[config.mk]
export PLATFORM = sky130hd
export DESIGN_NAME = periodic_task_tick_scheduler_unit
export DESIGN_NICKNAME = d
export VERILOG_FILES = /design/src/rtl/core/ptts_pkg.sv /design/src/rtl/core/periodic_task_tick_scheduler_unit.sv
export SDC_FILE = /design/constraint.sdc
export NUM_CORES = 2
export LEC_CHECK = 0
export ABC_AREA = 0
export BUFFER_PORTS_ARGS = -buffer_cell sky130_fd_sc_hd__buf_4
export CAP_MARGIN = 25
export CORE_AREA = 2 2 372 374
export CTS_BUF_LIST = sky130_fd_sc_hd__clkbuf_4 sky130_fd_sc_hd__clkbuf_8 sky130_fd_sc_hd__clkbuf_16
export DETAILED_ROUTE_END_ITERATION = 10
export DIE_AREA = 0 0 374 376
export HOLD_SLACK_MARGIN = 0.08
export PLACE_DENSITY_LB_ADDON = 0.2
export SYNTH_ARGS = -nofsm -noshare
export SYNTH_HDL_FRONTEND = slang
export SYNTH_SLANG_ARGS = --single-unit
[constraint.sdc]
create_clock -name clock -period 7.53 [get_ports clock]
set_clock_uncertainty 0.2 [all_clocks]
set_input_delay 0.3765 -clock clock [delete_from_list [all_inputs] [get_ports clock]]
set_output_delay 0.3765 -clock clock [all_outputs]
set_load 0.005 [all_outputs]
[src/rtl/core/ptts_pkg.sv]
// ----------------------------------------------------------------------------
// Periodic task tick scheduler package
// Shared constants, command and result codes, and sequencer state type.
// ----------------------------------------------------------------------------
package ptts_pkg;

   localparam int MAX_TASKS_DEF = 16;
   localparam int FIRE_LIMIT    = 16;
   localparam int FIRE_CNT_W    = 5;
   localparam int CMD_W         = 4;
   localparam int KIND_W        = 2;
   localparam int HANDLE_W      = 4;
   localparam int TIME_W        = 32;
   localparam int RATE_W        = 20;
   localparam int DATA_W        = 40;
   localparam int DIV_CNT_W     = 5;

   localparam logic [RATE_W-1:0] RATE_RESET = 20'd1000;
   localparam logic [TIME_W-1:0] MS_SCALE   = 32'd1000;
   localparam logic [TIME_W-1:0] US_SCALE   = 32'd1000000;

   typedef enum logic [CMD_W-1:0] {
      CMD_TICK      = 4'd0,
      CMD_PUSH      = 4'd1,
      CMD_PUSH_EN   = 4'd2,
      CMD_POP       = 4'd3,
      CMD_START     = 4'd4,
      CMD_STOP      = 4'd5,
      CMD_TOGGLE    = 4'd6,
      CMD_SET_INT   = 4'd7,
      CMD_SET_RAW   = 4'd8,
      CMD_READ_RAW  = 4'd9,
      CMD_READ_MS   = 4'd10,
      CMD_READ_US   = 4'd11
   } cmd_type;

   typedef enum logic [KIND_W-1:0] {
      KIND_FIRED  = 2'd0,
      KIND_HANDLE = 2'd1,
      KIND_TIME   = 2'd2,
      KIND_FULL   = 2'd3
   } kind_type;

   typedef enum logic [4:0] {
      ST_IDLE  = 5'b00001,
      ST_SCAN  = 5'b00010,
      ST_DIV   = 5'b00100,
      ST_MUL   = 5'b01000,
      ST_FLUSH = 5'b10000
   } state_type;

endpackage

[src/rtl/core/periodic_task_tick_scheduler_unit.sv]
// ----------------------------------------------------------------------------
// Periodic task tick scheduler
// Tick counter with a stack of periodic task slots, fire scan and time reads.
// ----------------------------------------------------------------------------
// The block takes one command beat at a time and is ready again only when all
// result beats of that command have been moved into the output register. A
// tick beat with no slot in use ends in idle; otherwise a single compare unit
// walks the slot memories one entry per cycle, unless a fire is held for a busy
// result register, up to the last slot in use or FIRE_LIMIT fires, then a
// flush state; each fire beyond the first also waits for the result register
// to drain. A millisecond or microsecond read runs the shared restoring
// divider, then the multiply state, then the result beat. Other commands end
// in idle or pass through the flush state.
// ----------------------------------------------------------------------------
module periodic_task_tick_scheduler_unit #(
   parameter int MAX_TASKS = ptts_pkg::MAX_TASKS_DEF
) (
   input  logic                          clock,
   input  logic                          reset,
   input  logic                          req_tvalid,
   output logic                          req_tready,
   // task_index [3:0], value [35:4], zero [39:36].
   input  logic [ptts_pkg::DATA_W-1:0]   req_tdata,
   // cmd [3:0].
   input  logic [ptts_pkg::CMD_W-1:0]    req_tuser,
   output logic                          rsp_tvalid,
   input  logic                          rsp_tready,
   // task_index_res [3:0], time_value [35:4], zero [39:36].
   output logic [ptts_pkg::DATA_W-1:0]   rsp_tdata,
   // kind [1:0].
   output logic [ptts_pkg::KIND_W-1:0]   rsp_tuser,
   output logic                          rsp_tlast,
   input  logic                          csr_wr_en,
   input  logic [ptts_pkg::RATE_W-1:0]   csr_wr_data
);

   import ptts_pkg::*;

   localparam int IW = (MAX_TASKS > 1) ? $clog2(MAX_TASKS) : 1;
   localparam int UW = $clog2(MAX_TASKS + 1);

   state_type                 state_ff, state_in;
   logic [TIME_W-1:0]         tick_ff, tick_in;
   logic [UW-1:0]             used_ff, used_in;
   logic [MAX_TASKS-1:0]      en_ff, en_in;
   logic [MAX_TASKS-1:0]      ivld_ff, ivld_in;
   logic [MAX_TASKS-1:0]      lvld_ff, lvld_in;
   logic [RATE_W-1:0]         rate_ff, rate_in;
   logic [IW-1:0]             scan_ff, scan_in;
   logic [FIRE_CNT_W-1:0]     fcnt_ff, fcnt_in;

   logic [TIME_W-1:0]         int_mem [MAX_TASKS];
   logic [TIME_W-1:0]         last_mem [MAX_TASKS];
   logic [TIME_W-1:0]         rd_int_ff, rd_last_ff;
   logic                      rd_ivld_ff, rd_lvld_ff;

   logic [RATE_W:0]           div_rem_ff, div_rem_in;
   logic [TIME_W-1:0]         div_quo_ff, div_quo_in;
   logic [DIV_CNT_W-1:0]      div_cnt_ff, div_cnt_in;
   logic                      div_us_ff, div_us_in;

   logic                      pend_valid_ff, pend_valid_in;
   logic [KIND_W-1:0]         pend_kind_ff, pend_kind_in;
   logic [HANDLE_W-1:0]       pend_idx_ff, pend_idx_in;
   logic [TIME_W-1:0]         pend_time_ff, pend_time_in;

   logic                      rsp_valid_ff, rsp_valid_in;
   logic [KIND_W-1:0]         rsp_kind_ff;
   logic [HANDLE_W-1:0]       rsp_idx_ff;
   logic [TIME_W-1:0]         rsp_time_ff;
   logic                      rsp_last_ff;

   logic                      accept, out_free, out_load, out_last;
   logic                      rd_en, iw_en, lw_en;
   logic [IW-1:0]             rd_addr, iw_addr, lw_addr;
   logic [HANDLE_W-1:0]       req_idx;
   logic [TIME_W-1:0]         req_value;
   logic [IW+HANDLE_W-1:0]    idx_ext;
   logic [IW-1:0]             idx_addr;
   logic                      idx_ok;
   logic [IW-1:0]             push_addr;
   logic [UW+HANDLE_W-1:0]    used_ext4;
   logic [IW+HANDLE_W-1:0]    scan_ext4;
   logic                      full;
   logic [TIME_W-1:0]         rd_int_eff, rd_last_eff, due_sum;
   logic                      fire, hold, scan_end;
   logic [IW:0]               scan_nxt;
   logic [FIRE_CNT_W-1:0]     fcnt_nxt;
   logic [RATE_W-1:0]         divisor;
   logic [RATE_W:0]           div_shift;
   logic                      div_ge;
   logic [TIME_W-1:0]         mul_b, mul_res;

   assign accept     = req_tvalid & req_tready;
   assign req_tready = (state_ff == ST_IDLE);
   assign out_free   = ~rsp_valid_ff | rsp_tready;
   assign req_idx    = req_tdata[HANDLE_W-1:0];
   assign req_value  = req_tdata[HANDLE_W+TIME_W-1:HANDLE_W];

   assign idx_ext   = {{IW{1'b0}}, req_idx};
   assign idx_addr  = idx_ext[IW-1:0];
   assign idx_ok    = idx_ext < (IW+HANDLE_W)'(MAX_TASKS);
   assign push_addr = used_ff[IW-1:0];
   assign used_ext4 = {{HANDLE_W{1'b0}}, used_ff};
   assign scan_ext4 = {{HANDLE_W{1'b0}}, scan_ff};
   assign full      = (used_ff == UW'(MAX_TASKS));

   assign rd_int_eff  = rd_ivld_ff ? rd_int_ff : '0;
   assign rd_last_eff = rd_lvld_ff ? rd_last_ff : '0;
   assign due_sum     = rd_last_eff + rd_int_eff;
   assign fire        = en_ff[scan_ff] & (tick_ff >= due_sum);
   assign hold        = fire & pend_valid_ff & ~out_free;
   assign scan_nxt    = {1'b0, scan_ff} + (IW+1)'(1);
   assign fcnt_nxt    = fcnt_ff + FIRE_CNT_W'(fire);
   assign scan_end    = (scan_nxt >= (IW+1)'(used_ff)) ||
                        (fcnt_nxt == FIRE_CNT_W'(FIRE_LIMIT));

   assign divisor   = (rate_ff == '0) ? RATE_W'(1) : rate_ff;
   assign div_shift = {div_rem_ff[RATE_W-1:0], div_quo_ff[TIME_W-1]};
   assign div_ge    = div_shift >= {1'b0, divisor};
   assign mul_b     = div_us_ff ? tick_ff : MS_SCALE;
   assign mul_res   = div_quo_ff * mul_b;

   assign rate_in      = csr_wr_en ? csr_wr_data : rate_ff;
   assign rsp_valid_in = out_load | (rsp_valid_ff & ~rsp_tready);

   always_comb begin
      state_in      = state_ff;
      tick_in       = tick_ff;
      used_in       = used_ff;
      en_in         = en_ff;
      ivld_in       = ivld_ff;
      lvld_in       = lvld_ff;
      scan_in       = scan_ff;
      fcnt_in       = fcnt_ff;
      div_rem_in    = div_rem_ff;
      div_quo_in    = div_quo_ff;
      div_cnt_in    = div_cnt_ff;
      div_us_in     = div_us_ff;
      pend_valid_in = pend_valid_ff;
      pend_kind_in  = pend_kind_ff;
      pend_idx_in   = pend_idx_ff;
      pend_time_in  = pend_time_ff;
      rd_en         = 1'b0;
      rd_addr       = '0;
      iw_en         = 1'b0;
      iw_addr       = idx_addr;
      lw_en         = 1'b0;
      lw_addr       = idx_addr;
      out_load      = 1'b0;
      out_last      = 1'b0;
      unique case (state_ff)
         ST_IDLE: begin
            if (accept) begin
               unique case (req_tuser)
                  CMD_TICK: begin
                     tick_in = tick_ff + TIME_W'(1);
                     if (used_ff != '0) begin
                        scan_in  = '0;
                        fcnt_in  = '0;
                        rd_en    = 1'b1;
                        rd_addr  = '0;
                        state_in = ST_SCAN;
                     end
                  end
                  CMD_PUSH, CMD_PUSH_EN: begin
                     pend_valid_in = 1'b1;
                     pend_time_in  = '0;
                     if (full) begin
                        pend_kind_in = KIND_FULL;
                        pend_idx_in  = '0;
                     end else begin
                        iw_en              = 1'b1;
                        iw_addr            = push_addr;
                        ivld_in[push_addr] = 1'b1;
                        lw_en              = 1'b1;
                        lw_addr            = push_addr;
                        lvld_in[push_addr] = 1'b1;
                        if (req_tuser == CMD_PUSH_EN) begin
                           en_in[push_addr] = 1'b1;
                        end
                        used_in      = used_ff + UW'(1);
                        pend_kind_in = KIND_HANDLE;
                        pend_idx_in  = used_ext4[HANDLE_W-1:0];
                     end
                     state_in = ST_FLUSH;
                  end
                  CMD_POP: begin
                     if (used_ff != '0) begin
                        used_in = used_ff - UW'(1);
                     end
                  end
                  CMD_START: begin
                     if (idx_ok) begin
                        lw_en             = 1'b1;
                        lvld_in[idx_addr] = 1'b1;
                        en_in[idx_addr]   = 1'b1;
                     end
                  end
                  CMD_STOP: begin
                     if (idx_ok) begin
                        en_in[idx_addr] = 1'b0;
                     end
                  end
                  CMD_TOGGLE: begin
                     if (idx_ok) begin
                        en_in[idx_addr] = ~en_ff[idx_addr];
                     end
                  end
                  CMD_SET_INT: begin
                     if (idx_ok) begin
                        iw_en             = 1'b1;
                        ivld_in[idx_addr] = 1'b1;
                     end
                  end
                  CMD_SET_RAW: begin
                     tick_in = req_value;
                  end
                  CMD_READ_RAW: begin
                     pend_valid_in = 1'b1;
                     pend_kind_in  = KIND_TIME;
                     pend_idx_in   = '0;
                     pend_time_in  = tick_ff;
                     state_in      = ST_FLUSH;
                  end
                  CMD_READ_MS, CMD_READ_US: begin
                     div_us_in  = (req_tuser == CMD_READ_US);
                     div_quo_in = (req_tuser == CMD_READ_US) ? US_SCALE : tick_ff;
                     div_rem_in = '0;
                     div_cnt_in = '0;
                     state_in   = ST_DIV;
                  end
                  default: begin
                  end
               endcase
            end
         end
         ST_SCAN: begin
            if (!hold) begin
               if (fire) begin
                  lw_en            = 1'b1;
                  lw_addr          = scan_ff;
                  lvld_in[scan_ff] = 1'b1;
                  fcnt_in          = fcnt_nxt;
                  out_load         = pend_valid_ff;
                  pend_valid_in    = 1'b1;
                  pend_kind_in     = KIND_FIRED;
                  pend_idx_in      = scan_ext4[HANDLE_W-1:0];
                  pend_time_in     = tick_ff;
               end
               if (scan_end) begin
                  state_in = ST_FLUSH;
               end else begin
                  scan_in = scan_nxt[IW-1:0];
                  rd_en   = 1'b1;
                  rd_addr = scan_nxt[IW-1:0];
               end
            end
         end
         ST_DIV: begin
            div_rem_in = div_ge ? (div_shift - {1'b0, divisor}) : div_shift;
            div_quo_in = {div_quo_ff[TIME_W-2:0], div_ge};
            div_cnt_in = div_cnt_ff + DIV_CNT_W'(1);
            if (div_cnt_ff == '1) begin
               state_in = ST_MUL;
            end
         end
         ST_MUL: begin
            pend_valid_in = 1'b1;
            pend_kind_in  = KIND_TIME;
            pend_idx_in   = '0;
            pend_time_in  = mul_res;
            state_in      = ST_FLUSH;
         end
         ST_FLUSH: begin
            if (!pend_valid_ff) begin
               state_in = ST_IDLE;
            end else if (out_free) begin
               out_load      = 1'b1;
               out_last      = 1'b1;
               pend_valid_in = 1'b0;
               state_in      = ST_IDLE;
            end
         end
         default: begin
            state_in = ST_IDLE;
         end
      endcase
   end

   always_ff @(posedge clock) begin
      if (iw_en) begin
         int_mem[iw_addr] <= req_value;
      end
      if (rd_en) begin
         rd_int_ff  <= int_mem[rd_addr];
         rd_ivld_ff <= ivld_ff[rd_addr];
      end
   end

   always_ff @(posedge clock) begin
      if (lw_en) begin
         last_mem[lw_addr] <= tick_ff;
      end
      if (rd_en) begin
         rd_last_ff <= last_mem[rd_addr];
         rd_lvld_ff <= lvld_ff[rd_addr];
      end
   end

   always_ff @(posedge clock) begin
      if (reset) begin
         state_ff      <= ST_IDLE;
         tick_ff       <= '0;
         used_ff       <= '0;
         en_ff         <= '0;
         ivld_ff       <= '0;
         lvld_ff       <= '0;
         rate_ff       <= RATE_RESET;
         scan_ff       <= '0;
         fcnt_ff       <= '0;
         div_cnt_ff    <= '0;
         pend_valid_ff <= 1'b0;
         rsp_valid_ff  <= 1'b0;
      end else begin
         state_ff      <= state_in;
         tick_ff       <= tick_in;
         used_ff       <= used_in;
         en_ff         <= en_in;
         ivld_ff       <= ivld_in;
         lvld_ff       <= lvld_in;
         rate_ff       <= rate_in;
         scan_ff       <= scan_in;
         fcnt_ff       <= fcnt_in;
         div_cnt_ff    <= div_cnt_in;
         pend_valid_ff <= pend_valid_in;
         rsp_valid_ff  <= rsp_valid_in;
      end
   end

   always_ff @(posedge clock) begin
      div_rem_ff   <= div_rem_in;
      div_quo_ff   <= div_quo_in;
      div_us_ff    <= div_us_in;
      pend_kind_ff <= pend_kind_in;
      pend_idx_ff  <= pend_idx_in;
      pend_time_ff <= pend_time_in;
      if (out_load) begin
         rsp_kind_ff <= pend_kind_ff;
         rsp_idx_ff  <= pend_idx_ff;
         rsp_time_ff <= pend_time_ff;
         rsp_last_ff <= out_last;
      end
   end

   assign rsp_tvalid = rsp_valid_ff;
   assign rsp_tdata  = {{(DATA_W-HANDLE_W-TIME_W){1'b0}}, rsp_time_ff, rsp_idx_ff};
   assign rsp_tuser  = rsp_kind_ff;
   assign rsp_tlast  = rsp_last_ff;

   // A result beat is only loaded into a free output register.
   a_out_load_free: assert property (@(posedge clock) disable iff (reset)
      out_load |-> out_free) else $error("result register overwritten");

   // The slot stack never grows past the table size.
   a_used_bound: assert property (@(posedge clock) disable iff (reset)
      used_ff <= UW'(MAX_TASKS)) else $error("slot count out of range");

   // No result may be left behind when a new command is taken.
   a_idle_no_pend: assert property (@(posedge clock) disable iff (reset)
      (state_ff == ST_IDLE) |-> !pend_valid_ff) else $error("pending result in idle");

   // An accepted push into a table with room grows the stack by one slot.
   a_push_grows: assert property (@(posedge clock) disable iff (reset)
      (accept && (req_tuser == CMD_PUSH || req_tuser == CMD_PUSH_EN) && !full)
      |=> (used_ff == $past(used_ff) + UW'(1))) else $error("push did not add a slot");

endmodule
==> summary.md <==
| Metric | Value |
|---|---|
| Category of the worst setup path launch point | register |
| Initial core utilization | 0.547 |
| Synth async-reset ratio | 0 |
| Fmax | 131 MHz |
| Synth Cell Area | 0.0748 mm² |
| Routed Wire Length | 223 mm |
| RePlAce Congestion | 0.968 |
| Overall Global Routing Usage | 0.316 |
| Worst EP required | 7870 ps |
| H-tree depth reported by CTS | 4 |
| Max Fanout on Critical Path | 6 |
| Register bit count reported by yosys | 1346 |
| Internal Pwr Total | 14100 µW |
| Final Core Density | 0.640 |
| Type of the setup path with the least slack | register to register |
| Average footprint of a synthesized cell | 12.1 µm² |
| # IOs | 114 |
| Maximum count of clock buffers along a single path | 3 |
| Fin worst setup slack | -88.0 ps |
| Final number of hold-violating endpoints | 0 |
| Fraction of power consumed by the clock network | 0.348 |
| Portion of total power attributed to combinational logic | 0.218 |
| Vertical extent of the die | 376 µm |
| Remaining global-route overflow | 0 |
| Sw Share | 0.281 |
| Detailed-route via count | 52.5k |
| Number of synthesized flops with an enable pin | 1220 |
| Clk root buf | clkbuf_16 |
| Launch point of the worst path | div_us_ff |
| Fill cell instance count of the final layout | 10.2k |
| TritonCTS clock tree | built |
| Vias in the first global route | 52.7k |
| Sequential share of the synthesized area | 0.524 |
| Post-route DRC | 0 |
| Final min period | 7620 ps |
| Vias per std cell | 6.16 |
| Initial antenna violation count | 12 |
| CP max stage cell | fa_1 |
| # placed instances | 8097 |
| Post-detailed-route count of antenna-violating nets | 0 |
| Area delta synth->final | 17.1% |
| Area enclosed by the die boundary | 0.141 mm² |
| Switching pwr | 5480 µW |
| Power density over the cells | 223 mW/mm² |
| Worst Reg-to-Reg Cells | 26 |
| Clock latency on the worst-skew pair | 800 ps |
| Max-Cap Viols | 0 |
| Final instance area | 0.0875 mm² |
| Startpoint of the worst-slack reg-to-reg timing path | div_us_ff |
| Horiz. Die Dim | 374 µm |
| Detailed Place HPWL | 145 mm |
| Worst min-delay path startpoint | pend_idx_ff[0] |
| Final number of setup-violating endpoints | 2 |
| Number of DRC markers after the initial detailed-route iteration | 6262 |
| Arrival time worst endpoint | 7950 ps |
| Most repeated library cell on the critical path | fa_1 |
| Min-Delay Path Depth | 0 |
| Rows | 136 |
| Critical Path End | pend_time_ff[26] |
| Number of port buffers | 105 |
| Leakage power of the design | 0.0340 µW |
| Failing checks | negative setup slack |
| Initial DRT Pass Iterations | 6 |
| Peak VDD IR | 0.196 mV |
| Number of sinks on the clock net | 1346 |
| Seq pwr share | 0.433 |
| Max Transition Viols Final | 0 |
| Pin count of the biggest net entering global routing | 130 |
| Nets | 7305 |
| Count of different cell masters after synthesis | 81 |
| Layout Cells excl Fill | 8513 |
| Peak per-stage delay on the critical path | 570 ps |
| Worst hold path class | register to register |
| Unrepaired setup endpoints after global routing | yes |
| Number of instances in the synthesized netlist | 6195 |
| Instance area at placement | 0.0804 mm² |
| Average wire length per cell after detail routing | 26.2 µm |
| Setup Slack @ Placement | -360 ps |
| Endpoint class of the critical path | register |
| Status | finished, violations left |
| Slew margin rel. | 0.266 |
| Num CTS Buffers | 140 |
| Placeable core area | 0.137 mm² |
| Yosys synthesis warning count | 0 |
| Worst setup slack for register-to-register paths | -90 ps |
| First-pass GRT wire length | 331 mm |
| Clock-pin transition on the worst setup and hold timing paths | 60 ps |
| Worst reg2reg endpoint | pend_time_ff[26] |
| Flip-flop cell with the highest count after synthesis | edfxtp_1 |
| Actual slew at the worst max-slew pin | 1100 ps |
| Period utilization | 1.01 |
| Fraction of final layout cells with drive strength greater than 1 | 0.172 |
state kept, by name, indices dropped and copies added, names as in the netlist, 20 cells and up:
| register | flops |
|---|---|
| last_mem | 512 |
| pend_time_ff | 32 |
| rsp_time_ff | 32 |
| rd_int_ff | 32 |
| tick_ff | 32 |
| div_rem_ff | 20 |
| int_mem | 512 |
| rd_last_ff | 32 |
| div_quo_ff | 32 |
| rate_ff | 20 |
logic make-up (layout without fill, tap and decap cells):
kind of cell	Yosys count	count (layout)	synth area share
and+or+nand+nor	1746	1747	0.111
xor gates and xnor gates	139	139	0.0163
buffers and inverters	913	1427	0.0474
other	1	10	0.0000502
AOI/OAI and AO/OA	1043	1043	0.0854
DFF	1346	1346	0.524
adders and majority gates	634	634	0.147
muxes	373	373	0.0686
Yosys cell counts, drive strengths merged (11+ instances only):
cell    number  share of area
a211oi      44         0.0046
a21o        45         0.0045
a21oi      227          0.015
a221o       38         0.0051
a22o        13         0.0015
a31oi       55         0.0047
and2       148          0.012
and3       179          0.015
buf         80         0.0056
clkbuf     331          0.017
dfxtp      126          0.034
edfxtp    1220           0.49
fa         411           0.11
ha         223          0.037
inv        502          0.025
mux2        42         0.0063
mux2i      224          0.030
mux4       107          0.032
nand2      681          0.034
nand2b      34         0.0028
nand3      152          0.010
nand4       56         0.0047
nor2       301          0.015
nor2b       56         0.0047
nor3        47         0.0033
nor3b       12         0.0012
nor4        42         0.0036
o211ai      77         0.0077
o21a        13         0.0013
o21ai      368          0.025
o21bai      11         0.0011
o22ai       77         0.0064
o31ai       16         0.0016
or2         11        0.00092
or3         11        0.00092
xnor2       98          0.011
xor2        41         0.0048
cell type report:
cell class	instances	area, µm²	share of cell area
diodes	6	15.0	0.000172
multi-input cells	3940	33100	0.379
clock buffers	172	3800	0.0434
inverters	502	1900	0.0217
repair buffers	672	6570	0.0750
well taps	1794	2240	0.0257
flip-flops and latches	1346	39200	0.448
clock inverters	81	691	0.00789
worst min path at each step:
stage / endpoint / slack (ps)
finish: rsp_idx_ff[0] / 210
global route: rsp_time_ff[22] / 230
CTS: rsp_idx_ff[0] / 210
detailed placement: rsp_time_ff[22] / 210
global placement: rsp_idx_ff[3] / 200
floorplan: rsp_idx_ff[0] / 200
layer usage:
layer / track usage / part of all wire / up-vias
met5: 0 / 0.00022 / -
met4: 0.127 / 0.043 / 8
met3: 0.0677 / 0.10 / 505
met2: 0.495 / 0.46 / 2680
met1: 0.433 / 0.40 / 26400
li1: - / - / 22900
through the flow:
| stage | hold slack [ps] | setup TNS (ps) | power (µW) |
|---|---|---|---|
| global placement | 204 | -5920 | 12300 |
| CTS | 211 | -31.7 | 19200 |
| global route | 233 | -1470 | 20300 |
| detailed placement | 207 | -10340 | 12300 |
| floorplan | 200 | -155 | 10900 |
| finish | 208 | -158 | 19500 |
power by group through the flow:
stage / Combinational [µW] / Sequential (µW) / Clock [µW]
after CTS: 3870 / 8470 / 6870
after global routing: 4690 / 8480 / 7160
after floorplan: 2320 / 8580 / 0
final: 4270 / 8470 / 6800
after detailed placement: 3690 / 8620 / 0
after global placement: 3630 / 8620 / 0
timing repair:
| action | in CTS | in global routing |
|---|---|---|
| buffers inserted | 12 | 25 |
| endpoints found under the setup margin | 82 | 153 |
| pin swaps | 20 | 98 |
| hold endpoints to repair | 637 | 0 |
| cloned | 3 | 11 |
| gates resized for setup | 75 | 162 |
| hold buffers | 108 | 0 |
critical path: cells and delay by family (launching register included):
kind	cells	cell delay, ps
AOI/OAI and AO/OA	6	990
adders and majority gates	9	4320
buffers and inverters	7	610
DFF	1	380
and+or+nand+nor	4	850
placed cells by master (no fill, tap or decap), types with 73 or more instances in the layout:
cell / n
nand2_1: 670
and3_1: 177
fa_1: 396
nor2_1: 271
edfxtp_1: 1220
o21ai_0: 305
nand3_1: 147
buf_4: 456
mux4_2: 107
xnor2_1: 95
clkbuf_16: 151
mux2i_1: 224
o22ai_1: 77
inv_1: 488
a21oi_1: 208
and2_1: 130
buf_12: 73
o211ai_1: 77
dfxtp_1: 121
dlygate4sd3_1: 108
ha_1: 212
(Power assumes the default switching activity.)
